$ cat config.mk
export PLATFORM = sky130hd
export DESIGN_NAME = slot_pool_free_list_allocator_flat
export DESIGN_NICKNAME = d
export VERILOG_FILES = /design/src/hdl/slpa_pkg.sv /design/src/hdl/slpa_ifs.sv /design/src/hdl/slpa_ram.sv /design/src/hdl/slot_pool_free_list_allocator.sv /design/src/flat_wrapper.sv
export SDC_FILE = /design/constraint.sdc
export NUM_CORES = 2
export LEC_CHECK = 0
export ABC_CLOCK_PERIOD_IN_PS = 23400
export BUFFER_PORTS_ARGS = -buffer_cell sky130_fd_sc_hd__buf_2
export CORE_MARGIN = 1
export CORE_UTILIZATION = 50
export CTS_CLUSTER_DIAMETER = 50
export DETAILED_ROUTE_END_ITERATION = 7
export PLACE_DENSITY_LB_ADDON = 0.1
export SLEW_MARGIN = 10
export SYNTH_ARGS = -nofsm -noshare
export SYNTH_HDL_FRONTEND = slang
export SYNTH_SLANG_ARGS = --single-unit
$ cat constraint.sdc
create_clock -name i_clk -period 23.4 [get_ports i_clk]
set_clock_uncertainty 0.1 [all_clocks]
set_input_delay 2.34 -clock i_clk [delete_from_list [all_inputs] [get_ports i_clk]]
set_output_delay 2.34 -clock i_clk [all_outputs]
set_load 0.01 [all_outputs]
$ cat src/hdl/slpa_pkg.sv
// Package: shared types, widths and status codes of the slot pool allocator.
`timescale 1ns / 1ps
`default_nettype none

package slpa_pkg;

    // Default pool size.
    localparam int SLOTS_DEFAULT = 256;

    // Fixed field widths of the request and response.
    localparam int SLOT_W  = 8;
    localparam int COUNT_W = 9;

    typedef logic [1:0] t_status;
    typedef logic [SLOT_W-1:0] t_slot;
    typedef logic [COUNT_W-1:0] t_count;

    // Request operations.
    localparam logic OP_ALLOC = 1'b0;
    localparam logic OP_FREE  = 1'b1;

    // Response status codes.
    localparam t_status ST_ALLOCATED = 2'd0;
    localparam t_status ST_FULL      = 2'd1;
    localparam t_status ST_FREED     = 2'd2;
    localparam t_status ST_IGNORED   = 2'd3;

endpackage

`default_nettype wire

$ cat src/hdl/slpa_ifs.sv
// Interfaces: the request and response channels of the slot pool allocator.
`timescale 1ns / 1ps
`default_nettype none

interface slpa_req_if;
    import slpa_pkg::*;

    logic  valid;
    logic  ready;
    logic  operation;
    t_slot slot;

    modport source (output valid, output operation, output slot, input ready);
    modport sink   (input valid, input operation, input slot, output ready);
endinterface

interface slpa_rsp_if;
    import slpa_pkg::*;

    logic    valid;
    logic    ready;
    t_status status;
    t_slot   granted_slot;
    t_count  live_count;

    modport source (output valid, output status, output granted_slot, output live_count,
                    input ready);
    modport sink   (input valid, input status, input granted_slot, input live_count,
                    output ready);
endinterface

`default_nettype wire

$ cat src/hdl/slpa_ram.sv
// Generic single write port, single read port RAM with a registered read.
`timescale 1ns / 1ps
`default_nettype none

module slpa_ram #(
    parameter int WIDTH = 8,
    parameter int DEPTH = 256
) (
    input  wire logic                     i_clk,
    input  wire logic                     i_we,
    input  wire logic [$clog2(DEPTH)-1:0] i_waddr,
    input  wire logic [WIDTH-1:0]         i_wdata,
    input  wire logic [$clog2(DEPTH)-1:0] i_raddr,
    output logic      [WIDTH-1:0]         o_rdata
);

    logic [WIDTH-1:0] r_mem [DEPTH];

    // Read-first: a read at the address being written returns the old word.
    always_ff @(posedge i_clk) begin
        if (i_we) begin
            r_mem[i_waddr] <= i_wdata;
        end
        o_rdata <= r_mem[i_raddr];
    end

endmodule

`default_nettype wire

$ cat src/hdl/slot_pool_free_list_allocator.sv
// Top level: slot pool allocator built on a singly linked free list.
//
// Requests arrive on i_req (operation, slot) and each gives exactly one
// response on o_rsp (status, granted_slot, live_count). An allocate pops the
// head of the free list; a free of a live slot pushes it back onto the head.
// Freeing a dead slot, or allocating from an empty pool, changes nothing.
//
// A request is captured in an input register and decided there; its
// response is loaded into the output register once that is free, which
// raises o_rsp.valid. One request is taken every cycle while o_rsp.ready
// is high; the figure is set by the head pointer and the link it needs,
// which is fetched ahead from the link RAM read port or the push bypass.
//
// After reset the list holds every slot in ascending order and none is alive.
// No clearing pass is needed: a fill count marks the slots ever handed out, and
// an entry at or above it reads with its reset link and as dead, so requests
// are accepted from the first cycle after reset. When the receiver holds
// o_rsp.ready low the response stays put, the request in the input register
// waits, and i_req.ready falls once both are occupied.
`timescale 1ns / 1ps
`default_nettype none

module slot_pool_free_list_allocator #(
    parameter int SLOTS = slpa_pkg::SLOTS_DEFAULT
) (
    input wire logic  i_clk,
    input wire logic  i_rst_n,
    slpa_req_if.sink  i_req,
    slpa_rsp_if.source o_rsp
);
    import slpa_pkg::*;

    // Address width of the per-slot stores, and width of a link, head pointer
    // or count, which must also hold the end mark SLOTS itself.
    localparam int AW = $clog2(SLOTS);
    localparam int LW = $clog2(SLOTS + 1);
    // Common widths used when the 8-bit slot field meets the wider pool.
    localparam int XW = (AW > SLOT_W) ? AW : SLOT_W;
    localparam int ZW = (LW > SLOT_W) ? LW : SLOT_W;

    // Handshake and input register.
    logic          r_v1;
    logic          r_op;
    t_slot         r_slot;
    logic          w_adv;
    logic          w_acc;

    // Allocator state.
    logic [LW-1:0] r_head;
    logic [LW-1:0] r_fill;
    logic [LW-1:0] r_live;
    logic [LW-1:0] n_head;
    logic [LW-1:0] n_fill;
    logic [LW-1:0] n_live;

    // Read bypasses for a write that lands on the address being read.
    logic          r_lbyp_v;
    logic [LW-1:0] r_lbyp_d;
    logic          r_abyp_v;
    logic          r_abyp_d;

    // Response register.
    logic          r_ov;
    t_status       r_status;
    t_slot         r_granted;

    // RAM ports.
    logic          l_we;
    logic [AW-1:0] l_wa;
    logic [LW-1:0] l_wd;
    logic [AW-1:0] l_ra;
    logic [LW-1:0] l_q;
    logic          a_we;
    logic [AW-1:0] a_wa;
    logic          a_wd;
    logic [AW-1:0] a_ra;
    logic          a_q;

    // Decision of the request held in the input register.
    logic [AW-1:0] w_slot_a;
    logic [ZW-1:0] w_slot_z;
    logic [ZW-1:0] w_fill_z;
    logic          w_head_fresh;
    logic          w_list_empty;
    logic [LW-1:0] w_head_link;
    logic          w_slot_live;
    t_status       d_status;
    t_slot         d_granted;
    logic [LW-1:0] d_head;
    logic [LW-1:0] d_fill;
    logic [LW-1:0] d_live;
    logic          d_lwe;
    logic          d_awe;
    logic          d_awd;

    assign w_adv         = r_v1 && (!r_ov || o_rsp.ready);
    assign i_req.ready   = !r_v1 || w_adv;
    assign w_acc         = i_req.valid && i_req.ready;

    assign w_slot_a      = AW'(XW'(r_slot));
    assign w_slot_z      = ZW'(r_slot);
    assign w_fill_z      = ZW'(r_fill);

    // A head at or above the fill mark has never been handed out, so its link
    // is still the reset value: the next slot up.
    assign w_head_fresh  = (r_head >= r_fill);
    assign w_list_empty  = (r_head == LW'(SLOTS));
    assign w_head_link   = w_head_fresh ? (r_head + LW'(1)) :
                           (r_lbyp_v ? r_lbyp_d : l_q);
    // Slots at or above the fill mark are dead; this also rejects a slot index
    // beyond a pool smaller than the slot field.
    assign w_slot_live   = (w_slot_z < w_fill_z) && (r_abyp_v ? r_abyp_d : a_q);

    always_comb begin
        d_status  = ST_IGNORED;
        d_granted = '0;
        d_head    = r_head;
        d_fill    = r_fill;
        d_live    = r_live;
        d_lwe     = 1'b0;
        d_awe     = 1'b0;
        d_awd     = 1'b0;
        a_wa      = w_slot_a;
        if (r_op == OP_ALLOC) begin
            if (w_list_empty) begin
                d_status = ST_FULL;
            end else begin
                d_status  = ST_ALLOCATED;
                d_granted = SLOT_W'(r_head);
                d_head    = w_head_link;
                if (w_head_fresh) begin
                    d_fill = r_fill + LW'(1);
                end
                d_live    = r_live + LW'(1);
                d_awe     = 1'b1;
                d_awd     = 1'b1;
                a_wa      = AW'(r_head);
            end
        end else if (w_slot_live) begin
            d_status = ST_FREED;
            d_head   = LW'(w_slot_z);
            if (r_live != '0) begin
                d_live = r_live - LW'(1);
            end
            d_lwe    = 1'b1;
            d_awe    = 1'b1;
        end
    end

    assign n_head = w_adv ? d_head : r_head;
    assign n_fill = w_adv ? d_fill : r_fill;
    assign n_live = w_adv ? d_live : r_live;

    // A push writes the old head as the link of the freed slot.
    assign l_we = w_adv && d_lwe && i_rst_n;
    assign l_wa = w_slot_a;
    assign l_wd = r_head;
    // The link of the next head is fetched every cycle.
    assign l_ra = AW'(n_head);

    assign a_we = w_adv && d_awe && i_rst_n;
    assign a_wd = d_awd;
    // The alive bit is fetched as the request enters the input register and
    // refetched while it waits there.
    assign a_ra = w_acc ? AW'(XW'(i_req.slot)) : w_slot_a;

    slpa_ram #(
        .WIDTH (LW),
        .DEPTH (SLOTS)
    ) u_link_ram (
        .i_clk   (i_clk),
        .i_we    (l_we),
        .i_waddr (l_wa),
        .i_wdata (l_wd),
        .i_raddr (l_ra),
        .o_rdata (l_q)
    );

    slpa_ram #(
        .WIDTH (1),
        .DEPTH (SLOTS)
    ) u_alive_ram (
        .i_clk   (i_clk),
        .i_we    (a_we),
        .i_waddr (a_wa),
        .i_wdata (a_wd),
        .i_raddr (a_ra),
        .o_rdata (a_q)
    );

    // Control state.
    always_ff @(posedge i_clk) begin
        if (!i_rst_n) begin
            r_v1     <= 1'b0;
            r_ov     <= 1'b0;
            r_head   <= '0;
            r_fill   <= '0;
            r_live   <= '0;
            r_lbyp_v <= 1'b0;
            r_abyp_v <= 1'b0;
        end else begin
            if (w_acc) begin
                r_v1 <= 1'b1;
            end else if (w_adv) begin
                r_v1 <= 1'b0;
            end
            if (w_adv) begin
                r_ov <= 1'b1;
            end else if (o_rsp.ready) begin
                r_ov <= 1'b0;
            end
            r_head   <= n_head;
            r_fill   <= n_fill;
            r_live   <= n_live;
            r_lbyp_v <= l_we && (l_wa == l_ra);
            r_abyp_v <= a_we && (a_wa == a_ra);
        end
    end

    // Payload registers.
    always_ff @(posedge i_clk) begin
        if (w_acc) begin
            r_op   <= i_req.operation;
            r_slot <= i_req.slot;
        end
        if (w_adv) begin
            r_status  <= d_status;
            r_granted <= d_granted;
        end
        r_lbyp_d <= l_wd;
        r_abyp_d <= a_wd;
    end

    // The live count changes only when a new response is loaded, so it always
    // matches the response being shown.
    assign o_rsp.valid        = r_ov;
    assign o_rsp.status       = r_status;
    assign o_rsp.granted_slot = r_granted;
    assign o_rsp.live_count   = COUNT_W'(r_live);

`ifndef SYNTHESIS
    // Every live slot has been handed out at some time.
    a_live_within_fill : assert property (@(posedge i_clk) disable iff (!i_rst_n)
        r_live <= r_fill)
        else $error("live count exceeds fill mark");

    // An empty free list means the whole pool is alive.
    a_empty_means_full : assert property (@(posedge i_clk) disable iff (!i_rst_n)
        w_list_empty |-> (r_live == LW'(SLOTS)) && (r_fill == LW'(SLOTS)))
        else $error("free list empty while slots remain dead");

    // A granted allocation raises the live count by one.
    a_alloc_counts : assert property (@(posedge i_clk) disable iff (!i_rst_n)
        (w_adv && (r_op == OP_ALLOC) && !w_list_empty) |=>
            (r_live == $past(r_live) + LW'(1)))
        else $error("allocation did not raise the live count");

    // A response is loaded only when the previous one has gone.
    a_no_overwrite : assert property (@(posedge i_clk) disable iff (!i_rst_n)
        (r_ov && !o_rsp.ready) |=> $stable(r_status) && $stable(r_granted))
        else $error("stalled response overwritten");
`endif

endmodule

`default_nettype wire

$ cat src/flat_wrapper.sv
// flat-port wrapper written by rule: the top's interface ports become plain ports
module slot_pool_free_list_allocator_flat import slpa_pkg::*;
#(
    parameter int SLOTS = slpa_pkg::SLOTS_DEFAULT
)
  (i_clk, i_rst_n, i_req_valid, i_req_operation, i_req_slot, i_req_ready, o_rsp_valid, o_rsp_status, o_rsp_granted_slot, o_rsp_live_count, o_rsp_ready);
  slpa_req_if i_req_i ();
  slpa_rsp_if o_rsp_i ();
  input wire logic i_clk;
  input wire logic i_rst_n;
  input wire logic [$bits(i_req_i.valid)-1:0] i_req_valid;
  input wire logic [$bits(i_req_i.operation)-1:0] i_req_operation;
  input wire logic [$bits(i_req_i.slot)-1:0] i_req_slot;
  output wire logic [$bits(i_req_i.ready)-1:0] i_req_ready;
  output wire logic [$bits(o_rsp_i.valid)-1:0] o_rsp_valid;
  output wire logic [$bits(o_rsp_i.status)-1:0] o_rsp_status;
  output wire logic [$bits(o_rsp_i.granted_slot)-1:0] o_rsp_granted_slot;
  output wire logic [$bits(o_rsp_i.live_count)-1:0] o_rsp_live_count;
  input wire logic [$bits(o_rsp_i.ready)-1:0] o_rsp_ready;
  assign i_req_i.valid = i_req_valid;
  assign i_req_i.operation = i_req_operation;
  assign i_req_i.slot = i_req_slot;
  assign i_req_ready = i_req_i.ready;
  assign o_rsp_valid = o_rsp_i.valid;
  assign o_rsp_status = o_rsp_i.status;
  assign o_rsp_granted_slot = o_rsp_i.granted_slot;
  assign o_rsp_live_count = o_rsp_i.live_count;
  assign o_rsp_i.ready = o_rsp_ready;
  slot_pool_free_list_allocator #(.SLOTS(SLOTS)) u_core (.i_clk(i_clk), .i_rst_n(i_rst_n), .i_req(i_req_i), .o_rsp(o_rsp_i));
endmodule
==> summary.txt <==
Finish
  • Share of layout cells above drive strength 1: 0.185
  • Filler cell count: 15900
  • FF+latch area: 0.0784 mm²
  • Area Growth Syn to Fin: 12.2%
  • Nets@finish: 6266
  • Area taken by multi-input logic gates: 0.0249 mm²

Global routing
  • Antenna violations before repair: 12
  • Remaining Overflow, GRT: 0
  • Overall routing resource usage: 0.256
  • Vias in the first global route: 55700
  • First-pass GRT wire length: 392 mm
  • Largest net degree at the start of global routing: 196

Worst hold path
  • Min-Delay Endpoint: u_core.o_rsp.valid
  • HP Start: u_core.r_v1
  • Hold Path Depth: 2
  • Hold Crit Class: register to register

Yosys
  • Post-synth ARST share: 0
  • Synth top area share: 0.735
  • Synth area leaders: edfxtp_1 73%, mux4_2 6.2%, mux2_2 3.0%
  • Post-Syn Area: 0.105 mm²
  • Register area share after synthesis: 0.746
  • Number of synthesized register bits: 2630
  • Net count after synthesis: 6212
  • Synth warn: 0
  • Yosys top cell by area: edfxtp_1
  • EDFF count, synth: 2571
  • Top_reg_cell synth: edfxtp_1
  • Yosys cell types: 63
  • Mapped Avg Cell Area: 17.0 µm²
  • Gate Count Post-Synth: 6172

Critical path
  • CP arrival: 9.44 ns
  • Crit Path Category: primary input to register
  • Worst r2r path cells: 16
  • Crit path from: o_rsp_ready
  • Critical Path Start Type: primary input
  • CP max FO: 119
  • Reg-to-Reg Start: u_core.l_wd[5]
  • Setup crit end kind: register
  • Reg-to-Reg End: u_core.u_link_ram.o_rdata[7]
  • Flop-to-flop setup slack: 14.61 ns
  • Required time worst endpoint: 24.04 ns

Floorplanning
  • Core box area: 0.208 mm²
  • Ports: 34
  • Die width: 460 µm
  • Die Ht: 460 µm
  • Die Area: 0.212 mm²
  • Initial Util: 0.505
  • Row cnt: 167

Power
  • Cell area power density: 92.9 mW/mm²
  • Worst vdd ir: 82.3 µV
  • Leak pwr: 0.0386 µW

Drt
  • Vias: 56200
  • Via/cell ratio: 6.08
  • Residual DRC: 0
  • Routed wire length: 271 mm
  • WL per Instance: 29.3 µm
  • 1st-pass router iterations: 5
  • DRC marker count from the first detailed-route iteration: 6024
  • Antenna-violating nets left: 0

Clock tree
  • Post-CTS setup buffer count: 0
  • TritonCTS Buffers: 309
  • Clk_lat worst skew: 0.91 ns
  • H-tree depth: 5
  • CTS max path bufs: 4
  • CTS root buffer: clkbuf_16
  • CTS resizes: 0
  • Hold-fix buffers, CTS: 0
  • CTS sink count: 2630
  • Clk pin slew, worst setup/hold paths: 0.06 ns
  • CTS tree: done

Placement
  • Dpl ws: 13.56 ns
  • GP Congestion: 0.811
  • Port bufs: 33
  • Hpwl dp: 155 mm

Job
  • Max Cap Viol: 0

STA
  • Fin crit share: 0.376
  • Min Hold Slack: 0.390 ns
  • RSZ-0062 raised after global routing: no
  • Period minus WS final: 8.80 ns
  • Max-slew headroom: 0.0156
  • Endpoints failing setup: 0
  • Max Fclk: 114 MHz
  • Final Hold Viols: 0
  • Setup TNS: 0 ns
  • Tightest Pin Transition: 1.47 ns
  • Final worst setup slack: 14.60 ns
  • Slew Viols, Final: 0

Run status
  • Status: completed
critical path: stages:
cell       delay (ns)
buf_2            0.10
nand2b_1         0.14
nand2_1          0.39
a21oi_2          0.25
o2111ai_4        0.80
buf_4            0.77
buf_4            0.84
buf_4            0.67
buf_12           0.62
mux4_2           0.60
a22oi_1          0.36
a31oi_1          0.16
o41ai_1          0.92
nand4_1          0.16
state kept, by name, indices dropped and copies added, names as in the netlist, 2 cells and up:
register,count
u_core.r_lbyp_d,9
u_core.l_wa,8
u_core.o_rsp.granted_slot,8
u_core.r_fill,9
u_core.l_wd,9
u_core.o_rsp.status,2
u_core.u_link_ram.r_mem,2304
u_core.u_link_ram.o_rdata,9
u_core.u_alive_ram.r_mem,256
u_core.o_rsp.live_count,9
worst max-delay path by stage:
stage	slack, ns	end
6_report	14.60	u_core.u_link_ram.o_rdata[7]
5_1_grt	14.14	u_core.u_link_ram.o_rdata[7]
4_1_cts	14.48	u_core.u_link_ram.o_rdata[7]
3_5_place_dp	13.56	u_core.u_link_ram.o_rdata[7]
3_3_place_gp	13.58	u_core.u_link_ram.o_rdata[6]
2_1_floorplan	14.14	u_core.u_alive_ram.r_mem[246]
per-stage QoR:
step           power [µW]  area (µm²)  utilization  cells
3_3_place_gp         6360      108000        0.520   8701
2_1_floorplan        6000      105000            -   6172
6_report            11000      118000        0.567   9239
5_1_grt             11300      118000        0.567   9238
4_1_cts             11000      118000        0.567   9236
3_5_place_dp         6360      108000        0.520   8703
logic make-up (layout without fill, tap and decap cells):
family	Yosys count	after routing	synth area share
AO/OA/AOI/OAI	774	774	0.0535
buffers and inverters	440	716	0.0192
XOR/XNOR	28	28	0.00233
AND/OR/NAND/NOR	1384	1384	0.0533
adder cells (fa/ha/maj)	27	27	0.00329
multiplexers	889	889	0.123
other	0	3	0
flip-flops	2630	2630	0.746
placed cells by master (no fill, tap or decap), types with 50 or more instances in the layout:
master and instances:
mux4_2 289, dfxtp_1 50, nand3_1 77, mux2i_1 308
o211ai_1 290, mux2_2 277, clkinv_1 59, edfxtp_1 2571
nor2_1 561, a31oi_1 153, buf_4 105, clkbuf_16 314
nand2_1 605, clkbuf_1 51, a22oi_1 144
routing by layer:
layer | up-vias | track usage | part of all wire
met5 | - | 0 | 0.00017
met4 | 6 | 0.0782 | 0.029
met3 | 458 | 0.0408 | 0.064
met2 | 1958 | 0.408 | 0.48
met1 | 29200 | 0.364 | 0.43
li1 | 24500 | - | -
report_power, final:
group / internal, µW / switching (µW) / leakage, µW / total (µW)
sequential: 5210 / 51.3 / 0.0244 / 5270
clock: 2820 / 1880 / 0.00477 / 4690
combinational: 322 / 670 / 0.00943 / 993
cell usage after synthesis, types with 12 or more instances:
library cell / number
nand2_1: 615
mux2_2: 277
o41ai_1: 37
nor2b_1: 19
xnor2_1: 24
o211ai_1: 290
a31oi_1: 153
a22oi_1: 144
a311oi_1: 48
mux2_1: 12
mux4_2: 289
edfxtp_1: 2571
nand3_1: 83
buf_2: 98
mux2i_1: 311
clkbuf_1: 228
buf_1: 29
inv_1: 33
nor2_1: 561
and3_1: 37
dfxtp_1: 59
buf_4: 34
a21oi_1: 43
buf_6: 15
nand4_1: 19
ha_1: 26
nor3_1: 17
area by class of cell:
type                    count  share of cell area
repair buffers            147             0.00954
clock inverters           166              0.0149
multi-input cells        3102               0.211
clock buffers             367              0.0685
flip-flops and latches   2630               0.665
inverters                  36             0.00121
well taps                2788              0.0296
diodes                      3           0.0000637
No activity file was read; power rests on OpenSTA's default activity.
